<file path="src/rtl/rdm_pkg.sv">
`timescale 1ns / 1ps
`default_nettype none
package rdm_pkg;

  localparam int COORD_WIDTH = 32;
  localparam int COEF_WIDTH  = 48;
  localparam int TOL_WIDTH   = 16;
  localparam int LIM_WIDTH   = 8;
  localparam int CFG_IDX_W   = 3;

  // Register indexes
  localparam logic [CFG_IDX_W-1:0] REG_K1  = 3'd0;
  localparam logic [CFG_IDX_W-1:0] REG_K2  = 3'd1;
  localparam logic [CFG_IDX_W-1:0] REG_K3  = 3'd2;
  localparam logic [CFG_IDX_W-1:0] REG_TOL = 3'd3;
  localparam logic [CFG_IDX_W-1:0] REG_LIM = 3'd4;

  localparam logic [TOL_WIDTH-1:0] TOL_RESET = 16'd17;
  localparam logic [LIM_WIDTH-1:0] LIM_RESET = 8'd50;

  // Result status codes
  localparam logic [1:0] STAT_OK        = 2'd0;
  localparam logic [1:0] STAT_ZERO      = 2'd1;
  localparam logic [1:0] STAT_NOCONVERGE = 2'd2;

  typedef struct packed {
    logic                          req_type;
    logic signed [COORD_WIDTH-1:0] point_x;
    logic signed [COORD_WIDTH-1:0] point_y;
  } rdm_req_t;

  typedef struct packed {
    logic signed [COORD_WIDTH-1:0] result_x;
    logic signed [COORD_WIDTH-1:0] result_y;
    logic [1:0]                    status;
  } rdm_result_t;

  typedef enum logic [3:0] {
    ST_IDLE, ST_SQX, ST_SQY, ST_R4, ST_R6, ST_K1, ST_K2, ST_K3, ST_CHKS,
    ST_FWDX, ST_FWDY, ST_DIVX, ST_DIVY, ST_CONV, ST_DONE
  } rdm_state_t;

  // Multiplier operand selection
  typedef enum logic [3:0] {
    MOP_XX, MOP_YY, MOP_R4, MOP_R6, MOP_K1, MOP_K2, MOP_K3, MOP_FX, MOP_FY
  } rdm_mop_t;

  typedef struct packed {
    logic     load;
    logic     mul_start;
    logic     mul_wb;
    rdm_mop_t mop;
    logic     div_start;
    logic     div_wb;
    logic     div_y;
    logic     step;
    logic     set_zero;
  } rdm_cmd_t;

  typedef struct packed {
    logic mul_done;
    logic div_done;
    logic scale_zero;
    logic inverse;
    logic converged;
    logic last_pass;
    logic lim_zero;
  } rdm_stat_t;

endpackage
`default_nettype wire

</file>
<file path="src/rtl/rdm_ctrl.sv">
`timescale 1ns / 1ps
`default_nettype none
// Sequencer: steps the datapath through the scale polynomial, the
// forward products or the inverse divisions and the convergence test.
module rdm_ctrl (
  input  wire logic               clk,
  input  wire logic               rst,
  input  wire logic               start,
  input  wire logic               req_type,
  input  wire rdm_pkg::rdm_stat_t st,
  output rdm_pkg::rdm_cmd_t       cmd,
  output logic                    busy,
  output logic                    done
);
  rdm_pkg::rdm_state_t state, state_next;
  logic issued, issued_next;

  always_ff @(posedge clk) begin
    if (rst) begin
      state  <= rdm_pkg::ST_IDLE;
      issued <= 1'b0;
    end else begin
      state  <= state_next;
      issued <= issued_next;
    end
  end

  always_comb begin
    state_next  = state;
    issued_next = issued;
    cmd         = '0;
    cmd.mop     = rdm_pkg::MOP_XX;
    busy        = 1'b1;
    done        = 1'b0;
    case (state)
      rdm_pkg::ST_IDLE: begin
        busy = 1'b0;
        if (start) begin
          cmd.load   = 1'b1;
          state_next = (req_type && st.lim_zero) ? rdm_pkg::ST_DONE : rdm_pkg::ST_SQX;
        end
      end
      rdm_pkg::ST_SQX, rdm_pkg::ST_SQY, rdm_pkg::ST_R4, rdm_pkg::ST_R6,
      rdm_pkg::ST_K1, rdm_pkg::ST_K2, rdm_pkg::ST_K3,
      rdm_pkg::ST_FWDX, rdm_pkg::ST_FWDY: begin
        case (state)
          rdm_pkg::ST_SQX:  cmd.mop = rdm_pkg::MOP_XX;
          rdm_pkg::ST_SQY:  cmd.mop = rdm_pkg::MOP_YY;
          rdm_pkg::ST_R4:   cmd.mop = rdm_pkg::MOP_R4;
          rdm_pkg::ST_R6:   cmd.mop = rdm_pkg::MOP_R6;
          rdm_pkg::ST_K1:   cmd.mop = rdm_pkg::MOP_K1;
          rdm_pkg::ST_K2:   cmd.mop = rdm_pkg::MOP_K2;
          rdm_pkg::ST_K3:   cmd.mop = rdm_pkg::MOP_K3;
          rdm_pkg::ST_FWDX: cmd.mop = rdm_pkg::MOP_FX;
          default:          cmd.mop = rdm_pkg::MOP_FY;
        endcase
        if (!issued) begin
          cmd.mul_start = 1'b1;
          issued_next   = 1'b1;
        end else if (st.mul_done) begin
          cmd.mul_wb  = 1'b1;
          issued_next = 1'b0;
          case (state)
            rdm_pkg::ST_SQX:  state_next = rdm_pkg::ST_SQY;
            rdm_pkg::ST_SQY:  state_next = rdm_pkg::ST_R4;
            rdm_pkg::ST_R4:   state_next = rdm_pkg::ST_R6;
            rdm_pkg::ST_R6:   state_next = rdm_pkg::ST_K1;
            rdm_pkg::ST_K1:   state_next = rdm_pkg::ST_K2;
            rdm_pkg::ST_K2:   state_next = rdm_pkg::ST_K3;
            rdm_pkg::ST_K3:   state_next = rdm_pkg::ST_CHKS;
            rdm_pkg::ST_FWDX: state_next = rdm_pkg::ST_FWDY;
            default:          state_next = rdm_pkg::ST_DONE;
          endcase
        end
      end
      // Zero scale ends either request with a fault
      rdm_pkg::ST_CHKS: begin
        if (st.scale_zero) begin
          cmd.set_zero = 1'b1;
          state_next   = rdm_pkg::ST_DONE;
        end else begin
          state_next = st.inverse ? rdm_pkg::ST_DIVX : rdm_pkg::ST_FWDX;
        end
      end
      rdm_pkg::ST_DIVX, rdm_pkg::ST_DIVY: begin
        cmd.div_y = (state == rdm_pkg::ST_DIVY);
        if (!issued) begin
          cmd.div_start = 1'b1;
          issued_next   = 1'b1;
        end else if (st.div_done) begin
          cmd.div_wb  = 1'b1;
          issued_next = 1'b0;
          state_next  = (state == rdm_pkg::ST_DIVX) ? rdm_pkg::ST_DIVY : rdm_pkg::ST_CONV;
        end
      end
      rdm_pkg::ST_CONV: begin
        cmd.step = 1'b1;
        if (st.converged || st.last_pass) state_next = rdm_pkg::ST_DONE;
        else state_next = rdm_pkg::ST_SQX;
      end
      rdm_pkg::ST_DONE: begin
        done       = 1'b1;
        state_next = rdm_pkg::ST_IDLE;
      end
      default: state_next = rdm_pkg::ST_IDLE;
    endcase
  end
endmodule
`default_nettype wire

</file>
<file path="config.mk">
export PLATFORM = sky130hd
export DESIGN_NAME = rdm_ctrl
export DESIGN_NICKNAME = d
export VERILOG_FILES = /design/src/rtl/rdm_pkg.sv /design/src/rtl/rdm_ctrl.sv
export SDC_FILE = /design/constraint.sdc
export NUM_CORES = 1
export LEC_CHECK = 0
export ABC_CLOCK_PERIOD_IN_PS = 7700
export BUFFER_PORTS_ARGS = -buffer_cell sky130_fd_sc_hd__buf_4
export CORE_MARGIN = 1.5
export CORE_UTILIZATION = 54
export DETAILED_ROUTE_END_ITERATION = 8
export PLACE_DENSITY = 0.85
export SYNTH_ARGS = -nofsm -noshare
export SYNTH_HDL_FRONTEND = slang
export SYNTH_SLANG_ARGS = --single-unit
</file>
<file path="constraint.sdc">
create_clock -name clk -period 7.7 [get_ports clk]
set_input_delay 0.385 -clock clk [delete_from_list [all_inputs] [get_ports clk]]
set_output_delay 0.385 -clock clk [all_outputs]
set_load 0.01 [all_outputs]
</file>
## Yosys cells after proc, flatten, opt, wreduce, memory -nomap -nowiden

Memory sizes are Yosys's and may differ from the RTL's. A register that Yosys moved wholly into a read port is not among the register bits.
Index checks and enable logic that the tools add are counted.

- Multiplexer cells: 34
- Eq/ne operators: 19
- $add $sub $neg: 0
- Div/mod/pow operators: 0
- Shift operators: 0
- Reductions and logical operators: 7
- Bitwise gates (word level): 0
- $lt $le $gt $ge: 0
- $mul: 0

Operator list:

| kind | count |
|---|---|
| 2-to-1 mux 4 bit | 11 |
| == test 4 bit (second input constant) | 7 |
| case mux 4 bit (5 select lines) | 1 |
| 2-to-1 mux 1 bit | 17 |
| == test 4 x 3 -> 1 bit (second input constant) | 4 |
| != test 2 bit (second input constant) | 5 |
| OR reduction 9 bit | 1 |
| == test 4 x 2 -> 1 bit (second input constant) | 2 |
| 2-to-1 mux 3 bit | 2 |
| 2-to-1 mux 6 bit | 1 |
| AND reduction 5 bit | 1 |
| == test 4 x 1 -> 1 bit (second input constant) | 1 |
| logical NOT 4 bit | 1 |
| 2-to-1 mux 2 bit | 1 |
| case mux 1 bit (2 select lines) | 1 |
| nonzero test 2 bit | 1 |
| OR reduction 2 bit | 1 |
| logical AND 1 bit | 1 |
| logical OR 1 bit | 1 |

- Latch bits: 0
- Word-level logic and storage cells: 64
- ROM bits: 128
- Bits of input ports: 11
- Memory bits (writable): 0
- Output and inout port bits: 14
- Register bits after elaboration: 5
- Memories kept: 2

Memories:

| memory | depth | width | rd ports | clocked after memory_dff | wr ports | RTL line | source |
|---|---|---|---|---|---|---|---|
| (no name shown) | 16 | 4 | 1 | 1 | 0 | rdm_ctrl.sv:46 | `case (state)` |
| (no name shown) | 16 | 4 | 1 | 1 | 0 | rdm_ctrl.sv:63 | `case (state)` |

## Depth between registers and ports, before layout

- Word-level depth: 7
- Mapped depth: 13
- Depth with buffers taken out: 12

## Worst setup path before layout

No wires, ideal clock.

- Kind: register to register
- Start point: register state[2]
- End point: register with a tool-made name
- Data required time: 7572 ps
- Slack: 5197 ps
- Buffers on the path: 0
- Data arrival time: 2375 ps
- Stages on the path, launching flop included: 11
- Clock period less this slack: 2503 ps
- Library setup time: 128 ps
- Cell sequence: dfxtp_1 -> or3b_4 -> a211oi_2 -> or4_4 -> a32oi_2 -> nor2_1 -> ha_1 -> nor2_1 -> a32o_1 -> a31oi_1 -> a31oi_1

RTL lines:

| element | RTL line | source |
|---|---|---|
| start, declared | rdm_ctrl.sv:15 | `rdm_pkg::rdm_state_t state, state_next;` |
| start signal, assigned | rdm_ctrl.sv:20 | `state <= rdm_pkg::ST_IDLE;` |
| start signal, assigned | rdm_ctrl.sv:23 | `state <= state_next;` |

==> out/summary.txt <==
Footprint of the multi-input gates = 791 um^2
Io pins = 25
Clk_lat worst skew = 270 ps
Placer Congestion = 0.887
Final Critical Period = 3010 ps
Gate Count Post-Synth = 131
Finished Cell Area = 1330 um^2
HP Start = rst
Least-Margin Pin Slew = 662 ps
Chip Height = 49.3 um
Reg2reg start = state[2]
Total power = 668 uW
Clk buf depth = 2
CTS buffer count = 3
Via density = 6.06
Post-synthesis compound-gate area fraction = 29.6%
Synth Cell Area = 1160 um^2
Primary FF master, synth = dfxtp_1
Warnings from Yosys = 0
Relative slew slack = 55.0%
Crit end category = flip-flop
Combinational Power Share = 73.2%
Max_cap viols = 0
Seq. cell area = 260 um^2
Gr usage total = 24.2%
Worst setup SP type = flip-flop
Cts repair resizes = 0
Mux share of post-synthesis cell area = 2.16%
Critical path arrival = 3230 ps
Area Growth Syn to Fin = 14.9%
Tcrit/Tclk final = 39.1%
Post-detail-place hpwl = 1990 um
CTS tree = done
Post-cts hold buffer count = 0
RSZ-0062 raised after global routing = no
Syn Area/Cell = 8.85 um^2
Sequential area share after synthesis = 22.4%
Fin. Hold Viols = 0
Net Sw Frac = 50.4%
DP Area = 1310 um^2
Final setup violating endpoints = 0
First-pass GRT wire length = 4590 um
Largest net degree at the start of global routing = 23
NetSw = 337 uW
Clk sinks = 13
Antenna-violating nets left = 0
DRT iter0 DRCs = 25
Critical path class = flip-flop to flip-flop
Drt pass-1 iters = 4
Async SR Flop Fraction = 0%
#FFs+latches synth = 13
Layout cells sized above 1 = 32.2%
FMAX = 332 MHz
Initial core utilization = 57.9%
Core area = 2000 um^2
Leakage = 0.000573 uW
Number of port buffers = 24
Sequential share of power = 20.6%
Diodes inserted = 0
Clock group share of total power = 6.1%
Post-Syn Nets = 149
GRT Residual Overflow = 0
Vias in the first global route = 1,035
Worst R2R Setup Slack = 4690 ps
Worst min path class = input port to flip-flop
Synth cell types = 56
Final TNS setup = 0 ps
Clk_skew = 2.52 ps
Via count = 1,085
Power per cell area = 501 nW/um^2
Final Max Slew Viols = 0
Int Power = 331 uW
Post-synthesis adder-cell area fraction = 7.55%
Clock tree root buffer cell = clkbuf_4
DRC = 0
Req. time, crit path = 7920 ps
Largest family of logic cells by synthesized area = compound AO/OA/AOI/OAI gates
CTS clk-pin slew, worst paths = 70 ps
Post-Synth XOR/XNOR Area = 0%
Status = completed
Reg2Reg Depth = 9
Layout net count = 171
DR WL/cell = 14.7 um
Row count = 16
Fill count = 175
WHS Path Cells = 2
H-Tree Depth = 1
Worst Path Max Fanout = 12
Total Wirelength = 2640 um
VDD IR-drop max = 0.255 mV
Post-synth EDFFs = 0
Initial antenna violation count = 0
Setup Buffers After CTS = 0
Die ar. = 2430 um^2
Simple-gate share of the synthesized area = 28.9%
Die Wd = 49.3 um
[layout by cell type, fill, tap and decap left out, drive strengths merged, types with 3 or more instances in the layout]
cell / Yosys / final
and2: 7 / 7
ha: 7 / 7
a31oi: 4 / 4
nor2b: 3 / 3
nor4: 3 / 3
and4b: 3 / 3
dfxtp: 13 / 13
a211oi: 4 / 4
a32o: 3 / 3
buf: 5 / 24
o21ai: 6 / 6
nor3: 3 / 3
nor2: 9 / 9
clkbuf: 2 / 4
nand2: 9 / 9
inv: 11 / 11
a21oi: 7 / 7
a21o: 3 / 3
[metal layers]
metal | wire, um | share of wire (%) | GRT usage, %
met5 | 0 | 0 | 0
met4 | 40 | 1.5 | 11.0
met3 | 89 | 3.4 | 3.37
met2 | 1360 | 52 | 44.4
met1 | 1150 | 43 | 27.3
[cell families after synthesis]
family	after synthesis
muxes	2
adders and majority gates	7
DFF	13
AOI/OAI and AO/OA	41
and+or+nand+nor	50
buffers and inverters	18
[cells in the mapped netlist (3+ instances only)]
master | n | share of area (%)
a21oi_1 | 5 | 2.2
and2_1 | 6 | 3.2
nand2_1 | 9 | 2.9
o21ai_0 | 5 | 2.2
nor2b_1 | 3 | 1.6
nor2_1 | 8 | 2.6
a31oi_1 | 4 | 2.2
inv_1 | 11 | 3.6
dfxtp_1 | 13 | 22
ha_1 | 7 | 7.6
buf_6 | 5 | 4.9
[worst max-delay path by stage]
stage | start | endpoint | slack (ps) | cells after the start
2_1_floorplan | state[2] | flip-flop | 5200 | 10
3_3_place_gp | state[2] | flip-flop | 4820 | 11
3_5_place_dp | state[2] | flip-flop | 4730 | 11
4_1_cts | state[2] | flip-flop | 4710 | 9
5_1_grt | state[0] | flip-flop | 4470 | 10
6_report | state[2] | flip-flop | 4690 | 9
[per-stage QoR]
step	hold slack, ps	utilization (%)	cells	setup slack (ps)
2_1_floorplan	556	-	131	5200
3_3_place_gp	592	65.3	175	4820
3_5_place_dp	595	65.3	175	4730
4_1_cts	408	66.6	179	4710
5_1_grt	414	66.6	179	4470
6_report	408	66.6	179	4690
[worst max-delay path: stages, from the launching register on]
cell and delay [ps]:
dfxtp_1 640, or3b_4 450, a211oi_2 380, or4_4 230, a32oi_2 80, nor2_1 320
inv_1 120, ha_1 210, or3_1 390, a21oi_2 130
[layout make-up]
| cell class | instances | share of cell area [%] |
|---|---|---|
| multi-input combinational | 100 | 59.3 |
| sequential | 13 | 19.5 |
| timing repair buffer | 24 | 13.5 |
| inverter | 11 | 3.10 |
| tap | 27 | 2.54 |
| clock buffer | 4 | 1.97 |
[power by group through the flow]
stage               Sequential [uW]  Clock, uW  Combinational, uW
floorplan                       113          0                413
global placement                136          0                469
detailed placement              139          0                480
CTS                             137       40.7                485
global route                    143       46.0                543
finish                          138       40.9                489
No activity file was read; power rests on OpenSTA's default activity.
